[config.mk]
export PLATFORM = sky130hd
export DESIGN_NAME = unlock_pulse_burst_decoder_unit
export DESIGN_NICKNAME = d
export VERILOG_FILES = /design/src/rtl/ubd_pkg.sv /design/src/rtl/ubd_cfg.sv /design/src/rtl/ubd_pulse.sv /design/src/rtl/ubd_tone.sv /design/src/rtl/unlock_pulse_burst_decoder_unit.sv
export SDC_FILE = /design/constraint.sdc
export NUM_CORES = 1
export LEC_CHECK = 0
export ABC_AREA = 1
export BUFFER_PORTS_ARGS = -buffer_cell sky130_fd_sc_hd__buf_2
export CAP_MARGIN = 20
export CELL_PAD_IN_SITES_DETAIL_PLACEMENT = 0
export CELL_PAD_IN_SITES_GLOBAL_PLACEMENT = 1
export CORE_MARGIN = 4
export CORE_UTILIZATION = 45
export DETAILED_ROUTE_END_ITERATION = 7
export HOLD_SLACK_MARGIN = 0.06
export PLACE_DENSITY_LB_ADDON = 0.1
export SLEW_MARGIN = 25
export SYNTH_ARGS = -nofsm -noshare
export SYNTH_HDL_FRONTEND = slang
export SYNTH_SLANG_ARGS = --single-unit
[constraint.sdc]
create_clock -name i_clk -period 10.9 [get_ports i_clk]
set_clock_uncertainty 0.15 [all_clocks]
set_input_delay 2.18 -clock i_clk [delete_from_list [all_inputs] [get_ports i_clk]]
set_output_delay 2.18 -clock i_clk [all_outputs]
set_load 0.005 [all_outputs]
[src/rtl/ubd_pkg.sv]
// shared types, constants and beep pattern table for the unlock pulse burst decoder
`timescale 1ns / 1ps

package ubd_pkg;

    // field and state widths
    localparam int unsigned TIME_W = 32;
    localparam int unsigned CFG_W  = 16;
    localparam int unsigned CNT_W  = 8;
    localparam int unsigned BEEP_W = 2;
    localparam int unsigned LEN_W  = 9;
    localparam int unsigned FLAG_W = 3;
    localparam int unsigned EVT_W  = 2;
    localparam int unsigned ADDR_W = 4;
    localparam int unsigned DATA_W = 32;

    // register indexes on the configuration port
    localparam logic [1:0] REG_DEBOUNCE  = 2'd0;
    localparam logic [1:0] REG_QUIET_GAP = 2'd1;
    localparam logic [1:0] REG_MAX_BURST = 2'd2;

    // register reset values
    localparam logic [CFG_W-1:0] DEBOUNCE_RST  = 16'd150;
    localparam logic [CFG_W-1:0] QUIET_GAP_RST = 16'd1500;
    localparam logic [CFG_W-1:0] MAX_BURST_RST = 16'd10000;

    // toggle event codes
    localparam logic [EVT_W-1:0] EVT_NONE  = 2'd0;
    localparam logic [EVT_W-1:0] EVT_LOCK  = 2'd1;
    localparam logic [EVT_W-1:0] EVT_START = 2'd2;
    localparam logic [EVT_W-1:0] EVT_AUTO  = 2'd3;

    // burst lengths that select a flag
    localparam logic [CNT_W-1:0] CNT_LOCK  = 8'd3;
    localparam logic [CNT_W-1:0] CNT_START = 8'd4;
    localparam logic [CNT_W-1:0] CNT_AUTO  = 8'd5;

    typedef struct packed {
        logic [CFG_W-1:0] debounce;
        logic [CFG_W-1:0] quiet_gap;
        logic [CFG_W-1:0] max_burst;
    } t_cfg;

    typedef struct packed {
        logic              start;
        logic [BEEP_W-1:0] beeps;
        logic [LEN_W-1:0]  on_len;
        logic [LEN_W-1:0]  off_len;
    } t_pat_req;

    // beep pattern for a toggle event, given the flag value after the toggle
    function automatic t_pat_req pattern_for(input logic [EVT_W-1:0] evt, input logic set);
        t_pat_req p;
        p = '0;
        case (evt)
            EVT_LOCK: begin
                p.start   = 1'b1;
                p.beeps   = set ? 2'd2 : 2'd1;
                p.on_len  = set ? 9'd200 : 9'd300;
                p.off_len = set ? 9'd200 : 9'd0;
            end
            EVT_START: begin
                p.start   = 1'b1;
                p.beeps   = set ? 2'd3 : 2'd1;
                p.on_len  = set ? 9'd200 : 9'd400;
                p.off_len = set ? 9'd200 : 9'd0;
            end
            EVT_AUTO: begin
                p.start   = 1'b1;
                p.beeps   = set ? 2'd2 : 2'd1;
                p.on_len  = set ? 9'd150 : 9'd350;
                p.off_len = set ? 9'd150 : 9'd0;
            end
            default: begin
                p = '0;
            end
        endcase
        return p;
    endfunction

endpackage

[src/rtl/ubd_cfg.sv]
// configuration registers behind the apb-style port
`timescale 1ns / 1ps

module ubd_cfg (
    input  logic                         i_clk,
    input  logic                         i_rst_n,
    input  logic                         psel,
    input  logic                         penable,
    input  logic                         pwrite,
    input  logic [ubd_pkg::ADDR_W-1:0]   paddr,
    input  logic [ubd_pkg::DATA_W-1:0]   pwdata,
    output logic [ubd_pkg::DATA_W-1:0]   prdata,
    output logic                         pready,
    output ubd_pkg::t_cfg                o_cfg
);

    ubd_pkg::t_cfg r_cfg;
    logic          wr_en;
    logic [1:0]    reg_idx;

    assign pready  = 1'b1;
    assign wr_en   = psel && penable && pwrite;
    assign reg_idx = paddr[3:2];

    // register writes, data truncated to the register width
    always_ff @(posedge i_clk) begin
        if (!i_rst_n) begin
            r_cfg.debounce  <= ubd_pkg::DEBOUNCE_RST;
            r_cfg.quiet_gap <= ubd_pkg::QUIET_GAP_RST;
            r_cfg.max_burst <= ubd_pkg::MAX_BURST_RST;
        end else if (wr_en) begin
            case (reg_idx)
                ubd_pkg::REG_DEBOUNCE:  r_cfg.debounce  <= pwdata[ubd_pkg::CFG_W-1:0];
                ubd_pkg::REG_QUIET_GAP: r_cfg.quiet_gap <= pwdata[ubd_pkg::CFG_W-1:0];
                ubd_pkg::REG_MAX_BURST: r_cfg.max_burst <= pwdata[ubd_pkg::CFG_W-1:0];
                default: begin
                end
            endcase
        end
    end

    // read back
    always_comb begin
        case (reg_idx)
            ubd_pkg::REG_DEBOUNCE:
                prdata = {{(ubd_pkg::DATA_W-ubd_pkg::CFG_W){1'b0}}, r_cfg.debounce};
            ubd_pkg::REG_QUIET_GAP:
                prdata = {{(ubd_pkg::DATA_W-ubd_pkg::CFG_W){1'b0}}, r_cfg.quiet_gap};
            ubd_pkg::REG_MAX_BURST:
                prdata = {{(ubd_pkg::DATA_W-ubd_pkg::CFG_W){1'b0}}, r_cfg.max_burst};
            default:
                prdata = '0;
        endcase
    end

    assign o_cfg = r_cfg;

endmodule

[src/rtl/ubd_pulse.sv]
// pulse counting, burst evaluation and flag toggling
`timescale 1ns / 1ps

module ubd_pulse (
    input  logic                          i_clk,
    input  logic                          i_rst_n,
    input  logic                          i_step,
    input  ubd_pkg::t_cfg                 i_cfg,
    input  logic [ubd_pkg::TIME_W-1:0]    i_now,
    input  logic                          i_pin,
    input  logic                          i_mon,
    output ubd_pkg::t_pat_req             o_req,
    output logic [ubd_pkg::EVT_W-1:0]     o_event,
    output logic [ubd_pkg::FLAG_W-1:0]    o_flags
);

    logic                          r_prior;
    logic [ubd_pkg::TIME_W-1:0]    r_last_edge;
    logic [ubd_pkg::TIME_W-1:0]    r_first;
    logic [ubd_pkg::TIME_W-1:0]    r_last;
    logic [ubd_pkg::CNT_W-1:0]     r_cnt;
    logic [ubd_pkg::FLAG_W-1:0]    r_flags;

    logic                          n_prior;
    logic [ubd_pkg::TIME_W-1:0]    n_last_edge;
    logic [ubd_pkg::TIME_W-1:0]    n_first;
    logic [ubd_pkg::TIME_W-1:0]    n_last;
    logic [ubd_pkg::CNT_W-1:0]     n_cnt;
    logic [ubd_pkg::FLAG_W-1:0]    n_flags;

    logic [ubd_pkg::TIME_W-1:0]    d_edge;
    logic [ubd_pkg::TIME_W-1:0]    d_quiet;
    logic [ubd_pkg::TIME_W-1:0]    d_span;
    logic                          edge_ok;
    logic                          eval;
    logic [ubd_pkg::CNT_W-1:0]     cnt_a;
    logic [ubd_pkg::TIME_W-1:0]    first_a;
    logic [ubd_pkg::TIME_W-1:0]    last_a;
    logic [ubd_pkg::EVT_W-1:0]     evt;
    logic [ubd_pkg::FLAG_W-1:0]    tgl_mask;

    // debounced rising edge
    assign d_edge  = i_now - r_last_edge;
    assign edge_ok = i_mon && i_pin && !r_prior &&
                     (d_edge >= {{(ubd_pkg::TIME_W-ubd_pkg::CFG_W){1'b0}}, i_cfg.debounce});

    // pulse bookkeeping after the edge
    assign cnt_a   = edge_ok ? r_cnt + 8'd1 : r_cnt;
    assign first_a = (edge_ok && (r_cnt == '0)) ? i_now : r_first;
    assign last_a  = edge_ok ? i_now : r_last;

    // burst evaluation once the line has gone quiet
    assign d_quiet = i_now - last_a;
    assign d_span  = last_a - first_a;
    assign eval    = i_mon && (cnt_a != '0) &&
                     (d_quiet >= {{(ubd_pkg::TIME_W-ubd_pkg::CFG_W){1'b0}}, i_cfg.quiet_gap});

    always_comb begin
        evt = ubd_pkg::EVT_NONE;
        if (eval && (d_span <= {{(ubd_pkg::TIME_W-ubd_pkg::CFG_W){1'b0}}, i_cfg.max_burst})) begin
            case (cnt_a)
                ubd_pkg::CNT_LOCK:  evt = ubd_pkg::EVT_LOCK;
                ubd_pkg::CNT_START: evt = ubd_pkg::EVT_START;
                ubd_pkg::CNT_AUTO:  evt = ubd_pkg::EVT_AUTO;
                default:            evt = ubd_pkg::EVT_NONE;
            endcase
        end
    end

    // flag toggle
    always_comb begin
        case (evt)
            ubd_pkg::EVT_LOCK:  tgl_mask = 3'b001;
            ubd_pkg::EVT_START: tgl_mask = 3'b010;
            ubd_pkg::EVT_AUTO:  tgl_mask = 3'b100;
            default:            tgl_mask = 3'b000;
        endcase
    end

    assign n_flags = r_flags ^ tgl_mask;
    assign o_req   = ubd_pkg::pattern_for(evt, |(n_flags & tgl_mask));
    assign o_event = evt;
    assign o_flags = n_flags;

    // next state, frozen while monitoring is off
    assign n_prior     = i_mon ? i_pin : r_prior;
    assign n_last_edge = edge_ok ? i_now : r_last_edge;
    assign n_cnt       = eval ? '0 : cnt_a;
    assign n_first     = eval ? '0 : first_a;
    assign n_last      = eval ? '0 : last_a;

    always_ff @(posedge i_clk) begin
        if (!i_rst_n) begin
            r_prior     <= 1'b0;
            r_last_edge <= '0;
            r_first     <= '0;
            r_last      <= '0;
            r_cnt       <= '0;
            r_flags     <= '0;
        end else if (i_step) begin
            r_prior     <= n_prior;
            r_last_edge <= n_last_edge;
            r_first     <= n_first;
            r_last      <= n_last;
            r_cnt       <= n_cnt;
            r_flags     <= n_flags;
        end
    end

endmodule

[src/rtl/ubd_tone.sv]
// beep tone engine: on and off phase timing and beep countdown
`timescale 1ns / 1ps

module ubd_tone (
    input  logic                          i_clk,
    input  logic                          i_rst_n,
    input  logic                          i_step,
    input  logic [ubd_pkg::TIME_W-1:0]    i_now,
    input  ubd_pkg::t_pat_req             i_req,
    output logic                          o_buzzer,
    output logic                          o_busy
);

    localparam logic [1:0] MODE_IDLE = 2'd0;
    localparam logic [1:0] MODE_ON   = 2'd1;
    localparam logic [1:0] MODE_OFF  = 2'd2;

    logic [1:0]                    r_mode;
    logic [ubd_pkg::TIME_W-1:0]    r_phase;
    logic [ubd_pkg::BEEP_W-1:0]    r_beeps;
    logic [ubd_pkg::LEN_W-1:0]     r_on_len;
    logic [ubd_pkg::LEN_W-1:0]     r_off_len;
    logic                          r_buzzer;

    logic [1:0]                    n_mode;
    logic [ubd_pkg::TIME_W-1:0]    n_phase;
    logic [ubd_pkg::BEEP_W-1:0]    n_beeps;
    logic [ubd_pkg::LEN_W-1:0]     n_on_len;
    logic [ubd_pkg::LEN_W-1:0]     n_off_len;
    logic                          n_buzzer;

    logic [ubd_pkg::TIME_W-1:0]    d_phase;

    assign d_phase = i_now - r_phase;

    // phase timing, then a new pattern replaces whatever is playing
    always_comb begin
        n_mode    = r_mode;
        n_phase   = r_phase;
        n_beeps   = r_beeps;
        n_on_len  = r_on_len;
        n_off_len = r_off_len;
        n_buzzer  = r_buzzer;
        case (r_mode)
            MODE_ON: begin
                if (d_phase >= {{(ubd_pkg::TIME_W-ubd_pkg::LEN_W){1'b0}}, r_on_len}) begin
                    n_buzzer = 1'b0;
                    if (r_beeps <= 2'd1) begin
                        n_beeps = '0;
                        n_mode  = MODE_IDLE;
                    end else begin
                        n_beeps = r_beeps - 2'd1;
                        n_phase = i_now;
                        n_mode  = MODE_OFF;
                    end
                end
            end
            MODE_OFF: begin
                if (d_phase >= {{(ubd_pkg::TIME_W-ubd_pkg::LEN_W){1'b0}}, r_off_len}) begin
                    n_buzzer = 1'b1;
                    n_phase  = i_now;
                    n_mode   = MODE_ON;
                end
            end
            default: begin
            end
        endcase
        if (i_req.start) begin
            n_beeps   = i_req.beeps;
            n_on_len  = i_req.on_len;
            n_off_len = i_req.off_len;
            n_buzzer  = 1'b1;
            n_phase   = i_now;
            n_mode    = MODE_ON;
        end
    end

    always_ff @(posedge i_clk) begin
        if (!i_rst_n) begin
            r_mode    <= MODE_IDLE;
            r_phase   <= '0;
            r_beeps   <= '0;
            r_on_len  <= '0;
            r_off_len <= '0;
            r_buzzer  <= 1'b0;
        end else if (i_step) begin
            r_mode    <= n_mode;
            r_phase   <= n_phase;
            r_beeps   <= n_beeps;
            r_on_len  <= n_on_len;
            r_off_len <= n_off_len;
            r_buzzer  <= n_buzzer;
        end
    end

    assign o_buzzer = n_buzzer;
    assign o_busy   = (n_mode != MODE_IDLE);

    // buzzer sounds exactly in the on phase
    a_buzzer_mode: assert property (@(posedge i_clk) disable iff (!i_rst_n)
        r_buzzer == (r_mode == MODE_ON))
        else $error("buzzer level out of step with tone phase");

    // an off phase always has a beep still to come
    a_off_beeps: assert property (@(posedge i_clk) disable iff (!i_rst_n)
        (r_mode == MODE_OFF) |-> (r_beeps != '0))
        else $error("off phase with no beeps left");

endmodule

[src/rtl/unlock_pulse_burst_decoder_unit.sv]
// top level of the unlock pulse burst decoder: input register, decode logic, result register
`timescale 1ns / 1ps

//  channel  | signals                                   | direction
//  ---------+-------------------------------------------+----------
//  sample   | i_in_valid, o_in_stall, i_now_ms,         | in
//           | i_pin_level, i_monitor_enable             |
//  result   | o_out_valid, i_out_stall, o_buzzer,       | out
//           | o_tone_busy, o_lock_disabled,             |
//           | o_start_disabled, o_autostop_disabled,    |
//           | o_toggle_event                            |
//  config   | psel, penable, pwrite, paddr, pwdata,     | apb
//           | prdata, pready                            |
//
// a request waits in the input register and then moves on to the result
// register; one request per cycle while the result side does not stall
// the result register and the decoder state registers load together from one
// short compare and subtract pass over the held sample
// synchronous active-low reset clears control state and loads register defaults
// a stall on the result side holds the result; the input register still takes
// a request if it is empty, and o_in_stall rises once it holds one

module unlock_pulse_burst_decoder_unit (
    input  logic                          i_clk,
    input  logic                          i_rst_n,
    input  logic                          i_in_valid,
    output logic                          o_in_stall,
    input  logic [31:0]                   i_now_ms,
    input  logic                          i_pin_level,
    input  logic                          i_monitor_enable,
    output logic                          o_out_valid,
    input  logic                          i_out_stall,
    output logic                          o_buzzer,
    output logic                          o_tone_busy,
    output logic                          o_lock_disabled,
    output logic                          o_start_disabled,
    output logic                          o_autostop_disabled,
    output logic [1:0]                    o_toggle_event,
    input  logic                          psel,
    input  logic                          penable,
    input  logic                          pwrite,
    input  logic [ubd_pkg::ADDR_W-1:0]    paddr,
    input  logic [ubd_pkg::DATA_W-1:0]    pwdata,
    output logic [ubd_pkg::DATA_W-1:0]    prdata,
    output logic                          pready
);

    logic                          r_in_valid;
    logic [ubd_pkg::TIME_W-1:0]    r_now;
    logic                          r_pin;
    logic                          r_mon;

    logic                          r_out_valid;
    logic                          r_buzzer;
    logic                          r_busy;
    logic [ubd_pkg::FLAG_W-1:0]    r_flags;
    logic [ubd_pkg::EVT_W-1:0]     r_event;

    logic                          out_load;
    logic                          step;
    logic                          in_take;

    ubd_pkg::t_cfg                 cfg;
    ubd_pkg::t_pat_req             pat_req;
    logic [ubd_pkg::EVT_W-1:0]     n_event;
    logic [ubd_pkg::FLAG_W-1:0]    n_flags;
    logic                          n_buzzer;
    logic                          n_busy;

    // handshake
    assign out_load   = !r_out_valid || !i_out_stall;
    assign step       = r_in_valid && out_load;
    assign o_in_stall = r_in_valid && !out_load;
    assign in_take    = i_in_valid && !o_in_stall;

    // input register
    always_ff @(posedge i_clk) begin
        if (!i_rst_n) begin
            r_in_valid <= 1'b0;
        end else if (in_take) begin
            r_in_valid <= 1'b1;
        end else if (step) begin
            r_in_valid <= 1'b0;
        end
    end

    always_ff @(posedge i_clk) begin
        if (in_take) begin
            r_now <= i_now_ms;
            r_pin <= i_pin_level;
            r_mon <= i_monitor_enable;
        end
    end

    // configuration registers
    ubd_cfg u_cfg (
        .i_clk   (i_clk),
        .i_rst_n (i_rst_n),
        .psel    (psel),
        .penable (penable),
        .pwrite  (pwrite),
        .paddr   (paddr),
        .pwdata  (pwdata),
        .prdata  (prdata),
        .pready  (pready),
        .o_cfg   (cfg)
    );

    // pulse and burst logic
    ubd_pulse u_pulse (
        .i_clk   (i_clk),
        .i_rst_n (i_rst_n),
        .i_step  (step),
        .i_cfg   (cfg),
        .i_now   (r_now),
        .i_pin   (r_pin),
        .i_mon   (r_mon),
        .o_req   (pat_req),
        .o_event (n_event),
        .o_flags (n_flags)
    );

    // tone engine
    ubd_tone u_tone (
        .i_clk    (i_clk),
        .i_rst_n  (i_rst_n),
        .i_step   (step),
        .i_now    (r_now),
        .i_req    (pat_req),
        .o_buzzer (n_buzzer),
        .o_busy   (n_busy)
    );

    // result register
    always_ff @(posedge i_clk) begin
        if (!i_rst_n) begin
            r_out_valid <= 1'b0;
        end else if (out_load) begin
            r_out_valid <= r_in_valid;
        end
    end

    always_ff @(posedge i_clk) begin
        if (step) begin
            r_buzzer <= n_buzzer;
            r_busy   <= n_busy;
            r_flags  <= n_flags;
            r_event  <= n_event;
        end
    end

    assign o_out_valid         = r_out_valid;
    assign o_buzzer            = r_buzzer;
    assign o_tone_busy         = r_busy;
    assign o_lock_disabled     = r_flags[0];
    assign o_start_disabled    = r_flags[1];
    assign o_autostop_disabled = r_flags[2];
    assign o_toggle_event      = r_event;

    // a toggle always starts a pattern in its on phase
    a_toggle_beeps: assert property (@(posedge i_clk) disable iff (!i_rst_n)
        (r_out_valid && (r_event != ubd_pkg::EVT_NONE)) |-> (r_buzzer && r_busy))
        else $error("toggle without a beep pattern starting");

    // the input side only stalls behind a full, stalled result register
    a_stall_cause: assert property (@(posedge i_clk) disable iff (!i_rst_n)
        o_in_stall |-> (r_in_valid && r_out_valid && i_out_stall))
        else $error("input stalled without a blocked result");

endmodule
---- Word level (Yosys, flattened, before mapping) ----
Cells that the tools add are included.
storage, ports and cells
  flip-flop bits (word level) ............. 254
  latch bits .............................. 0
  memory bits (writable) .................. 0
  bits in read-only memories .............. 0
  input bits .............................. 77
  output and inout port bits .............. 42
  word-level logic and storage cells ...... 124
  memories kept ........................... 0
cells by class
  add/sub/neg operators ................... 6
  multiply operators ...................... 0
  div/mod/pow operators ................... 0
  $lt $le $gt $ge ......................... 6
  equal/unequal tests ..................... 13
  shift-type cells ........................ 0
  multiplexer cells ....................... 38
  bitwise gates (word level) .............. 2
  reductions and logical operators ........ 35
operator list
  cell                   count
  $mux W32               8
  $sub A32 B32 Y32       4
  $ge A32 B16 Y1         2
  $ge A32 B9 Y1          2
  $pmux W32 S2           1
  $pmux W21 S3           1
  $pmux W16 S3           1
  $le A32 B16 Y1         1
  $mux W8                4
  $mux W9                3
  $mux W2                11
  $eq A8 B3 Y1 const B   2
  $logic_and A1 B1 Y1    12
  $reduce_and A2 Y1      6
  $pmux W3 S3            1
  $add A8 B1 Y8 const B  1
  $eq A2 B2 Y1 const B   4
  $eq A8 B2 Y1 const B   1
  $logic_not A8 Y1       1
  $reduce_bool A2 Y1     4
  $reduce_bool A8 Y1     1
  $eq A2 B1 Y1 const B   3
  $ne A3 B2 Y1 const B   2
  $pmux W2 S3            1
  15 further kinds       23

---- Logic depth before layout (Yosys ltp) ----
Gate-level depths: netlist (run 1).
  depth in word-level cells ............... 18
  gate-level depth with buffers ........... 68
  depth with buffers taken out ............ 64

---- Modules after synthesis ----
Synthesis (run 1) repeated with hierarchy kept, for this count alone.
second synthesis, totals
  cells, all modules ...................... 3557
  area, all modules ....................... 22042.4 um2
modules (own cells, without submodules)
  module                           instances  cells an instance  area each (um2)  seq. area each (um2)
  ubd_pulse                        1          2241               13097.6          2162.1
  ubd_tone                         1          904                5251.3           1101.1
  ubd_cfg                          1          358                2367.3           960.9
  unlock_pulse_burst_decoder_unit  1          54                 1326.3           1271.2

---- Worst setup path after synthesis (run 1) ----
Ideal clock, no wire load.
  path type ............................... register -> register
  from .................................... register r_now[7] (netlist name)
  to ...................................... register u_tone.r_on_len[6] (netlist name)
  setup time .............................. 117 ps
  data arrival time ....................... 7773 ps
  required time ........................... 10633 ps
  path slack .............................. 2859 ps
  cell stages (with the launch flop) ...... 66
  buffers on the path ..................... 4
  clock period less this slack ............ 8041 ps
  cells stage by stage .................... edfxtp_1 -> ha_1 -> nand2_1 -> inv_1 -> nand2_1 -> nand2_1 -> a21oi_1 -> nand2_1 -> xor2_1 -> ha_1 -> a21oi_1 -> nor2_1 -> a211oi_1 -> nand2_1 -> nor2_1 -> nand2_1 -> nor2_2 -> nand2_1 -> (+30 left out) -> nand2_1 -> o2111ai_1 -> nand2_1 -> nand4_1 -> nor3_1 -> nand4_1 -> nor2_1 -> nand2_1 -> nor2_1 -> inv_1 -> a21oi_1 -> ha_1 -> nor3_1 -> inv_1 -> nand4_1 -> nand3_1 -> nor2_1 -> nor2_1
between the ends
  longest elaborated chain between the ends .. 16
  elaborated cells on any way between the ends .. 32
  those cells by class .................... add/sub: 3; order compare: 3; eq/ne: 6; mux: 10; bitwise: 2; reduce/logical: 8
ends and longest elaborated chain
  element                                                line                                         source
  start, declared                                        unlock_pulse_burst_decoder_unit.sv:49        logic [ubd_pkg::TIME_W-1:0] r_now;
  start signal, assigned                                 unlock_pulse_burst_decoder_unit.sv:89        r_now <= i_now_ms;
  $sub A32 B32 Y32                                       ubd_pulse.sv:43                              assign d_edge = i_now - r_last_edge;
  $ge A32 B16 Y1                                         ubd_pulse.sv:45                              (d_edge >= {{(ubd_pkg::TIME_W-ubd_pkg::CFG_W){1'b0}}, i_cfg.debounce});
  $logic_and A1 B1 Y1                                    ubd_pulse.sv:44                              assign edge_ok = i_mon && i_pin && !r_prior &&
  $mux W32 (tied with other cells)                       ubd_pulse.sv:50                              assign last_a = edge_ok ? i_now : r_last;
  $sub A32 B32 Y32 (tied with other cells)               ubd_pulse.sv:53                              assign d_quiet = i_now - last_a;
  $ge A32 B16 Y1 (tied with other cells)                 ubd_pulse.sv:56                              (d_quiet >= {{(ubd_pkg::TIME_W-ubd_pkg::CFG_W){1'b0}}, i_cfg.quiet_gap});
  $logic_and A1 B1 Y1 or $le A32 B16 Y1 (tied branches)  ubd_pulse.sv:55, ubd_pulse.sv:60
  $logic_and A1 B1 Y1                                    ubd_pulse.sv:60                              if (eval && (d_span <= {{(ubd_pkg::TIME_W-ubd_pkg::CFG_W){1'b0}}, i_cfg.max_burst})) begin
  $mux W2 *                                              ubd_pulse.sv:60
  named net n_event, one bit                             unlock_pulse_burst_decoder_unit.sv:65        logic [ubd_pkg::EVT_W-1:0] n_event;
  $eq A2 B2 Y1 or $eq A2 B1 Y1 (tied branches)           ubd_pkg.sv:55, ubd_pulse.sv:72
  $pmux W3 S3                                            ubd_pulse.sv:72                              case (evt)
  $xor A3 B3 Y3                                          ubd_pulse.sv:80                              assign n_flags = r_flags ^ tgl_mask;
  $and A3 B3 Y3                                          ubd_pulse.sv:81                              assign o_req = ubd_pkg::pattern_for(evt, |(n_flags & tgl_mask));
  $reduce_or A3 Y1                                       ubd_pulse.sv:81
  $mux W9 (on tied branches)                             ubd_pkg.sv:71, ubd_pkg.sv:59, ubd_pkg.sv:65
  $pmux W21 S3 *                                         ubd_pkg.sv:55                                case (evt)
  end signal, assigned                                   ubd_tone.sv:90                               r_on_len <= n_on_len;
  end, declared                                          ubd_tone.sv:21                               logic [ubd_pkg::LEN_W-1:0] r_on_len;
The timed path passes the listed nets; every way through them passes the cells marked *.
A chain may end at the register's enable or synchronous reset.

---- Worst setup path in the final report (run 1) ----
  from .................................... register r_now[0] (netlist name)
  to ...................................... register u_tone.r_beeps[0] (netlist name)
between the ends
  longest elaborated chain between the ends .. 17
  elaborated cells on any way between the ends .. 35
  those cells by class .................... add/sub: 4; order compare: 4; eq/ne: 6; mux: 9; bitwise: 2; reduce/logical: 10
ends and longest elaborated chain
  element                                                line                                   source
  $sub A32 B32 Y32                                       ubd_pulse.sv:43
  $ge A32 B16 Y1                                         ubd_pulse.sv:45
  $logic_and A1 B1 Y1                                    ubd_pulse.sv:44
  $mux W32 (tied with other cells)                       ubd_pulse.sv:50
  $sub A32 B32 Y32 (tied with other cells)               ubd_pulse.sv:53
  $ge A32 B16 Y1 (tied with other cells)                 ubd_pulse.sv:56
  $logic_and A1 B1 Y1 or $le A32 B16 Y1 (tied branches)  ubd_pulse.sv:55, ubd_pulse.sv:60
  $logic_and A1 B1 Y1                                    ubd_pulse.sv:60
  (+1 left out)                                          n/a
  named net n_event, one bit                             unlock_pulse_burst_decoder_unit.sv:65
  $eq A2 B2 Y1 or $eq A2 B1 Y1 (tied branches)           ubd_pkg.sv:55, ubd_pulse.sv:72
  $pmux W3 S3                                            ubd_pulse.sv:72
  $xor A3 B3 Y3                                          ubd_pulse.sv:80
  $and A3 B3 Y3                                          ubd_pulse.sv:81
  $reduce_or A3 Y1                                       ubd_pulse.sv:81
  $mux W2                                                ubd_pkg.sv:58, ubd_pkg.sv:70
  $pmux W21 S3 *                                         ubd_pkg.sv:55
  $mux W2                                                ubd_tone.sv:68                         if (i_req.start) begin
  end signal, assigned                                   ubd_tone.sv:89                         r_beeps <= n_beeps;
  end, declared                                          ubd_tone.sv:20                         logic [ubd_pkg::BEEP_W-1:0] r_beeps;
Marks and branches as above.

==> qor.yml, run 1 <==
global_route:
  grtUsageTotal_pct: 27.1
  met1_usage_pct: 39.6
  grtUsageMet2_pct: 42.9
  top_usage_layer: "met2"
  grt_pass1_wl_um: 109000
  antenna_found_initial: 0
  grt_overflow: 0
  met3_usage_pct: 2.53
  grt_max_degree: 92
  grt_pass1_vias: 19461
floorplanning:
  rows: 79
  die_w_um: 225
  die_height_um: 225
  core_area_sq_um: 46600
  ios: 119
  die_area_sq_um: 50600
  floorplan.initialDensity_pct: 45.5
detailed_routing:
  viasPerCell: 5.35
  dr.pass1.iters: 6
  drc: 0
  vias: 21245
  postRouteAntennaNets: 0
  drt_iter0_markers: 2015
  totalWireLength_um: 71300
  wl_per_cell_um: 17.9
cts:
  cts_setup_buffers: 0
  cts_max_level: 1
  clk_path_buf_depth: 3
  clk_transition_reported_paths_ns: 0.06
  cts_hold_buf: 0
  clk_latency_ns: 0.58
  clock_sinks: 247
  cts_tree: "built"
  cts_buffers: 30
  root_buffer: "clkbuf_16"
logic_synthesis:
  synth_ff_type: "dfxtp_1"
  seq_area_frac_synth_pct: 25.3
  postSynthRegisterBits: 247
  synthesis.instances: 3290
  syn-mean-instance-area_sq_um: 6.44
  synth_warnings: 0
  syn_area_sq_um: 21200
  synthDistinctLibCells: 64
  async_flop_share_pct: 0
  synth_edf_count: 41
final_layout:
  finish.utilization_pct: 49.7
  final_common_cell: "nand2_1"
  area_delta_synth_final_pct: 9.22
  layout.cells.non_filler: 3974
  nets: 3612
  layout.cells.most_common_list: "837 x nand2_1, 520 x inv_1, 302 x a21oi_1"
  antennaDiodeCount: 0
  drive_gt1_share_pct: 8.61
  seqCellArea_sq_um: 5360
  fill_cells: 4821
  multi_input_area_sq_um: 13300
worst_setup_path:
  worstSetupPathType: "reg2reg"
  arrival_ns: 10.19
  cp_top_family: "simple AND/OR/NAND/NOR gates"
  crit_path_max_incr_delay_ns: 0.48
  end_kind: "register"
  cp_num_buf_inv: 8
  cp_common_cell: "nand2_1"
  cp.required_ns: 11.23
  startpoint_type: "register"
  slowest_stage: "edfxtp_1"
  cp_max_fo: 21
pwr:
  finalPower_mw: 3.16
  ir_drop_mv: 0.214
  p_leak_nw: 10.9
  powerDensity_nw_per_um2: 137
place:
  numPortBuffers: 83
  place.gp.congestion: 0.966
  dp_hpwl_um: 56800
  dp_cells: 3918
  pre_cts_ws_ns: 0.905
timing:
  hold_violations: 0
  post-route-min-period_ns: 9.86
  drv_slew: 0
  rsz0062_at_grt: "false"
  fin_crit_sh_pct: 90.4
  fmax_mhz: 101
  finalSetupViolations: 0
  worst_slack_ns: 1.04
  max_slew_margin_pct: 23.7
  fin_tns_setup_ns: 0
  worstMarginPinSlew_ns: 1.13
job:
  cap_violations: 0
outcome:
  status: "finished clean"
hold_path:
  hp-class: "reg2reg"
worst reg2reg max path, delay by kind of cell, from the launching register on:
kind	cells	cell delay, ns
AOI/OAI and AO/OA	9	1.44
xor gates and xnor gates	2	0.37
adders and majority gates	6	1.68
buffers and inverters	8	0.92
DFF	1	0.48
and+or+nand+nor	36	4.71
cells in the mapped netlist (all sizes together), types with 8 or more instances:
library cell | count | area share [%]
xor2 | 58 | 2.4
nand3b | 9 | 0.32
a21oi | 309 | 7.4
edfxtp | 41 | 5.8
clkbuf | 65 | 1.4
o21ai | 171 | 4.1
a211oi | 30 | 1.1
nor2 | 301 | 5.7
o221ai | 17 | 0.70
xnor2 | 23 | 0.95
buf | 45 | 1.8
nand4 | 57 | 1.7
nor3 | 42 | 1.0
dfxtp | 206 | 19
nand3 | 224 | 5.8
or2 | 8 | 0.24
nand2 | 876 | 16
ha | 188 | 11
nor4 | 11 | 0.35
o211ai | 26 | 0.94
inv | 529 | 9.4
worst paths after layout:
kind / slack [ns] / endpoint / start / cells after the start
worst max-delay path: 1.04 / u_tone.r_beeps[0] / r_now[0] / 61
worst min-delay path: 0.31 / u_pulse.r_last_edge[3] / u_pulse.r_last_edge[3] / 2
worst max register to register: 1.04 / u_tone.r_beeps[0] / r_now[0] / 61
worst min register to register: 0.31 / u_pulse.r_last_edge[3] / u_pulse.r_last_edge[3] / 2
timing repair:
item                                   CTS  global route
setup endpoints to repair                0             6
endpoints found under the hold margin    0             0
gates resized for setup                  0             2
where the power goes:
group          total, mW  leakage [nW]  switching [mW]  internal [mW]
clock               1.14         0.547           0.423          0.715
combinational       1.04          8.33           0.699          0.343
sequential         0.984          2.07          0.0243          0.960
total               3.16          10.9            1.15           2.02
logic make-up (layout without fill, tap and decap cells):
kind of cell / count (synthesis) / count (layout) / synth area share, %
adders and majority gates: 192 / 192 / 11.5
other: 2 / 17 / 0.0354
DFF: 247 / 247 / 25.3
AOI/OAI and AO/OA: 591 / 591 / 15.7
and+or+nand+nor: 1536 / 1536 / 31.6
buffers and inverters: 641 / 703 / 12.6
xor gates and xnor gates: 81 / 81 / 3.38
sequential cells by signal (all words and copies together) (netlist names), 2 cells and up:
name,flops
u_tone.r_beeps,2
u_pulse.r_flags,3
u_tone.r_off_len,3
r_now,32
u_pulse.r_last,32
u_cfg.o_cfg,48
r_flags,3
u_pulse.r_cnt,8
u_tone.r_phase,32
u_tone.r_mode,2
u_pulse.r_first,32
u_pulse.r_last_edge,32
o_toggle_event,2
u_tone.r_on_len,8
cell type report:
class                   instances  area share, %
clock buffers                  38           3.50
clock inverters                18           1.34
inverters                     531           8.62
multi-input cells            2417           57.3
flip-flops and latches        247           23.1
well taps                     607           3.28
repair buffers                116           2.88
per-stage QoR:
| stage | hold slack [ns] | area (sq um) |
|---|---|---|
| global placement | 0.293 | 22000 |
| floorplan | 0.283 | 21300 |
| finish | 0.305 | 23200 |
| CTS | 0.311 | 23100 |
| global route | 0.322 | 23200 |
| detailed placement | 0.301 | 22000 |
per-layer routing:
layer / wire length (um) / vias to the layer above / part of all wire [%]
met1: 33800 / 9798 / 47
met5: 0 / - / 0
li1: - / 10775 / -
met4: 2070 / 0 / 2.9
met3: 4040 / 91 / 5.7
met2: 31400 / 581 / 44
No activity file was read; power rests on OpenSTA's default activity.
==> run 2: changes to the inputs <==
- SYNTH_HIERARCHICAL: unset -> 1
==> run 2 against run 1 <==
Net effect:
- count of clock-buffer cells in the layout up 7
- largest power group unchanged
- combinational power down 8%
- critical path depth down 1
- critical path type unchanged
- setup slack worse by 0.011 ns
- final area up 3.8%
- sequential share of layout area down 0.26 points
- via count up 4.6%
- core utilization up 0.28 points
- register-to-register slack about the same
==> qor.yml, run 2 <==
logic_synthesis:
  postSynthRegisterBits: 254
  synthesis.instances: 3557
  synth.most_common_cell: "nand2_1"
  seq_area_frac_synth_pct: 24.9
  synth_edf_count: 41
  synth_warnings: 6
  syn_area_sq_um: 22000
  synth_top_cells_by_area: "dfxtp_1 19%, nand2_1 18%, ha_1 11%"
  synthDistinctLibCells: 55
  syn-mean-instance-area_sq_um: 6.20
  yosysTopAreaCellShare_pct: 19.3
  synth_area_leader_cell: "dfxtp_1"
  synthTopCellsByCount: "1057 x nand2_1, 571 x inv_1, 299 x nor2_1"
  async_flop_share_pct: 0
  synth_ff_type: "dfxtp_1"
floorplanning:
  die_height_um: 229
  die_w_um: 229
  floorplan.initialDensity_pct: 45.9
  rows: 80
  die_area_sq_um: 52600
  core_area_sq_um: 48000
  ios: 119
place:
  dp_hpwl_um: 57800
  pre_cts_ws_ns: 1.04
  numPortBuffers: 83
  place.gp.congestion: 0.914
pwr:
  seqPwrFrac_pct: 33.5
  powerDensity_nw_per_um2: 124
  p_comb_share_pct: 32.1
  p_switching_mw: 1.09
  p_leak_nw: 11.9
  swShare_pct: 36.6
  power_frac_clock_pct: 34.4
  ir_drop_mv: 0.119
  p_int_mw: 1.89
  finalPower_mw: 2.99
worst_setup_path:
  end_kind: "register"
  startpoint: "r_now[1]"
  crit_path_max_incr_delay_ns: 0.58
  cp_common_cell: "nand2_1"
  cp.required_ns: 11.26
  slowest_stage: "edfxtp_1"
  cp_max_fo: 72
  startpoint_type: "register"
  worstSetupPathType: "reg2reg"
  timing.rr.start: "r_now[1]"
  arrival_ns: 10.22
final_layout:
  layout.cells.most_common_list: "1056 x nand2_1, 569 x inv_1, 299 x nor2_1"
  antennaDiodeCount: 0
  drive_gt1_share_pct: 8.19
  final_common_cell: "nand2_1"
  nets: 3900
  finish.utilization_pct: 50.0
  seqCellArea_sq_um: 5500
  fill_cells: 5121
  area_delta_synth_final_pct: 9.02
  largest_reg_flops: 48
  multi_input_area_sq_um: 13800
detailed_routing:
  postRouteAntennaNets: 0
  totalWireLength_um: 73100
  drt_iter0_markers: 1831
  wl_per_cell_um: 17.1
  drc: 0
  dr.pass1.iters: 6
  vias: 22220
  viasPerCell: 5.21
cts:
  clk_transition_reported_paths_ns: 0.06
  clk_path_buf_depth: 3
  cts_buffers: 31
  cts_tree: "built"
  cts_resized: 0
  clk_latency_ns: 0.60
  cts_hold_buf: 0
  cts_max_level: 1
  clock_sinks: 254
  cts_setup_buffers: 0
  root_buffer: "clkbuf_16"
job:
  cap_violations: 0
global_route:
  grt_pass1_vias: 20888
  grt_pass1_wl_um: 114000
  grt_max_degree: 82
  grt_overflow: 0
  grtUsageTotal_pct: 26.8
  antenna_found_initial: 0
hold_path:
  hp-start: "u_pulse/r_last_edge[5]"
  hp-class: "reg2reg"
timing:
  fmax_mhz: 101
  finalSetupViolations: 0
  post-route-min-period_ns: 9.87
  fin_tns_setup_ns: 0
  drv_slew: 0
  worst_slack_ns: 1.03
  rsz0062_at_grt: "false"
  fin_crit_sh_pct: 90.5
  max_slew_margin_pct: 36.8
  worstMarginPinSlew_ns: 0.945
  hold_violations: 0
outcome:
  status: "finished clean"
run 2: cell types whose count changed after synthesis, moves of 14 or more:
cell / previous run / this run
nor2_1: 278 / 299
inv_1: 521 / 571
o21ai_0: 164 / 139
o211ai_1: 25 / 2
o221ai_1: 17 / 0
a21oi_1: 302 / 284
nand3_2: 21 / 7
nand2_1: 838 / 1057
nand3_1: 203 / 277
run 2: cell families (layout without fill, tap and decap cells):
| group | Yosys count | count (layout) | share of synthesized area [%] |
|---|---|---|---|
| fa+ha+maj | 196 | 196 | 11.3 |
| other cells | 3 | 21 | 0.0511 |
| mux | 7 | 7 | 0.318 |
| flops | 254 | 254 | 24.9 |
| buf+inv | 702 | 779 | 13.0 |
| simple gates | 1837 | 1837 | 35.8 |
| xor+xnor | 64 | 64 | 2.54 |
| compound gates | 494 | 494 | 12.1 |
run 2: worst paths after layout:
| check | slack [ns] | end | cells past startpoint |
|---|---|---|---|
| worst max-delay path | 1.03 | u_tone/r_phase[15] | 60 |
| worst min-delay path | 0.31 | u_pulse/r_last_edge[5] | 2 |
| worst max register to register | 1.03 | u_tone/r_phase[15] | 60 |
| worst min register to register | 0.31 | u_pulse/r_last_edge[5] | 2 |
run 2: layout make-up:
cell class | count | area share [%]
clock buffer | 45 | 3.71
clock inverter | 13 | 0.443
inverter | 587 | 9.18
multi-input combinational | 2619 | 57.3
sequential | 254 | 22.9
tap | 615 | 3.20
timing repair buffer | 134 | 3.32
run 2: power by group through the flow:
stage | Combinational (mW) | Sequential (mW) | Clock, mW
2_1_floorplan | 0.685 | 1.02 | 0
4_1_cts | 0.955 | 1.00 | 1.05
3_5_place_dp | 0.950 | 1.02 | 0
5_1_grt | 1.08 | 1.00 | 1.10
6_report | 0.960 | 1.00 | 1.03
3_3_place_gp | 0.939 | 1.02 | 0
run 2: worst max-delay path, delay by kind of cell (launching register included):
kind                       cells  cell delay, ns
and+or+nand+nor               30            2.84
buffers and inverters         11            2.16
AOI/OAI and AO/OA             12            2.07
adders and majority gates      5            1.56
DFF                            1            0.58
xor gates and xnor gates       2            0.39
run 2: per-stage QoR:
stage | hold WS [ns] | std cells | area (sq um)
floorplan | 0.283 | 3575 | 22100
global placement | 0.294 | 4209 | 23000
detailed placement | 0.301 | 4209 | 23000
CTS | 0.309 | 4267 | 24000
global route | 0.324 | 4267 | 24000
finish | 0.310 | 4267 | 24000
run 2: layer usage:
metal	routed length, um	track usage (%)	vias up
met5	0	0	-
met2	33800	45.5	526
met4	2060	7.51	0
met3	4010	2.97	103
li1	-	-	11423
met1	33200	36.3	10168
==> run 3: changes to the inputs <==
--- a/config.mk
+++ b/config.mk
@@ -11,4 +11,5 @@
 export CELL_PAD_IN_SITES_DETAIL_PLACEMENT = 0
 export CELL_PAD_IN_SITES_GLOBAL_PLACEMENT = 1
+export CORE_ASPECT_RATIO = 1.1
 export CORE_MARGIN = 4
 export CORE_UTILIZATION = 45
--- a/constraint.sdc
+++ b/constraint.sdc
@@ -3,3 +3,3 @@
 set_input_delay 2.18 -clock i_clk [delete_from_list [all_inputs] [get_ports i_clk]]
 set_output_delay 2.18 -clock i_clk [all_outputs]
-set_load 0.005 [all_outputs]
+set_load 0.05 [all_outputs]
==> run 3 against run 2 <==
Net effect:
- global-route usage grew 0.37 points
- count of clock-buffer cells in the layout grew 2
- wire length is essentially flat
- critical endpoint is now u_tone/r_off_len[6]
- via count grew 1.0%
- register-to-register slack lost 0.07 ns
- sequential cell count is the same
- worst hold slack lost 0.0024 ns
- sequential power is essentially flat
- critical path depth grew 1
- total power grew 5.2%
- largest power group unchanged
==> qor.yml, run 3 (same netlist as run 2, synthesis figures left out) <==
outcome:
  status: "finished clean"
final_layout:
  largest_reg_flops: 48
  finish.utilization_pct: 50.2
  drive_gt1_share_pct: 8.09
  final_common_cell: "nand2_1"
  layout.cells.most_common_list: "1056 x nand2_1, 569 x inv_1, 298 x nor2_1"
  area_delta_synth_final_pct: 9.70
  design_area_sq_um: 24200
  nets: 3892
  layout.cells.non_filler: 4291
timing:
  worstMarginPinSlew_ns: 1.08
  hold_violations: 0
  max_slew_margin_pct: 28.2
  fin_crit_sh_pct: 91.2
  fin_tns_setup_ns: 0
  worst_slack_ns: 0.958
  finalSetupViolations: 0
  post-route-min-period_ns: 9.94
  rsz0062_at_grt: "false"
  fmax_mhz: 101
  drv_slew: 0
  holdWs_ns: 0.307
worst_setup_path:
  timing.rr.end: "u_tone/r_off_len[6]"
  crit_path_max_incr_delay_ns: 0.63
  cp_common_cell: "nand2_1"
  worstSetupPathType: "reg2reg"
  cp_num_buf_inv: 9
  timing.rr.start: "r_now[7]"
  reg2reg_depth: 61
  end_kind: "register"
  r2r_setup_slack_ns: 0.96
  cp_top_family: "simple AND/OR/NAND/NOR gates"
  slowest_stage: "edfxtp_1"
  startpoint_type: "register"
  cp_max_fo: 72
  cp.required_ns: 11.23
  arrival_ns: 10.27
cts:
  root_buffer: "clkbuf_16"
  cts_setup_buffers: 0
  clock_sinks: 254
  clk_path_buf_depth: 3
  cts_resized: 0
  cts_max_level: 2
  cts_tree: "built"
  clk_latency_ns: 0.56
  clk_transition_reported_paths_ns: 0.05
  cts_hold_buf: 0
  cts_buffers: 34
hold_path:
  hp-start: "u_tone/r_phase[17]"
  hold-path-cell-count: 2
  holdPathEnd: "u_tone/r_phase[17]"
  hp-class: "reg2reg"
detailed_routing:
  vias: 22452
  viasPerCell: 5.23
  dr.pass1.iters: 7
  totalWireLength_um: 73100
  drc: 0
  wl_per_cell_um: 17.0
  drt_iter0_markers: 1537
  postRouteAntennaNets: 0
pwr:
  p_comb_share_pct: 31.3
  ir_drop_mv: 0.0955
  p_switching_mw: 1.15
  seqPwrFrac_pct: 32.1
  finalPower_mw: 3.14
  power_frac_clock_pct: 36.6
  p_int_mw: 2.00
  swShare_pct: 36.5
  p_leak_nw: 12.0
  powerDensity_nw_per_um2: 130
floorplanning:
  core_area_sq_um: 48100
  die_w_um: 219
  ios: 119
  die_height_um: 240
  die_area_sq_um: 52600
  floorplan.initialDensity_pct: 45.8
  rows: 84
global_route:
  antenna_found_initial: 1
  grtUsageTotal_pct: 27.2
  grt_max_degree: 98
  grt_pass1_wl_um: 113000
  grt_pass1_vias: 21284
  grt_overflow: 0
place:
  dp_hpwl_um: 57800
  dp_cells: 4228
  place_area_sq_um: 23000
  place.gp.congestion: 0.956
  numPortBuffers: 83
  pre_cts_ws_ns: 1.11
job:
  cap_violations: 0
-- run 3: cell count changes in the layout (fill, tap and decap cells not counted), sizes merged, moves of 2 or more --
cell / delta
buf: -11
bufinv: +2
clkbuf: +2
clkinvlp: +2
inv: -3
-- run 3: worst max-delay path by stage --
stage                     startpoint                   to  slack, ns  cells after the start
after floorplan             r_now[7]  u_tone/r_off_len[6]       2.85                     57
after global placement      r_now[9]  u_tone/r_off_len[3]       1.24                     61
after detailed placement    r_now[7]  u_tone/r_off_len[6]       1.11                     61
after CTS                   r_now[7]  u_tone/r_off_len[6]       1.03                     61
after global routing        r_now[7]  u_tone/r_off_len[6]       0.06                     61
final                       r_now[7]  u_tone/r_off_len[6]       0.96                     61
-- run 3: power groups by stage --
stage / combinational, mW / clock [mW] / sequential [mW]
6_report: 0.982 / 1.15 / 1.01
4_1_cts: 0.976 / 1.18 / 1.01
5_1_grt: 1.10 / 1.22 / 1.01
3_3_place_gp: 0.957 / 0 / 1.03
3_5_place_dp: 0.972 / 0 / 1.03
2_1_floorplan: 0.709 / 0 / 1.02
-- run 3: layout make-up --
cell class,instances,area [sq um]
inverter,587,2210
fill,5129,24000
multi-input combinational,2619,13800
sequential,254,5500
timing repair buffer,123,753
tap,645,807
antenna,1,2.50
clock buffer,47,961
clock inverter,15,186
-- run 3: routing by layer --
| metal | up-vias | GRT usage, % | routed length (um) |
|---|---|---|---|
| met1 | 10337 | 33.9 | 31200 |
| met3 | 152 | 2.96 | 3230 |
| li1 | 11418 | - | - |
| met5 | - | 0 | 0 |
| met2 | 545 | 48.1 | 35600 |
| met4 | 0 | 10.7 | 3070 |
-- run 3: tightest hold or removal path, delay by kind of cell, from the launching register on --
kind             cells  cell delay [ns]
AO/OA/AOI/OAI        1             0.05
AND/OR/NAND/NOR      1             0.06
flip-flops           1             0.30
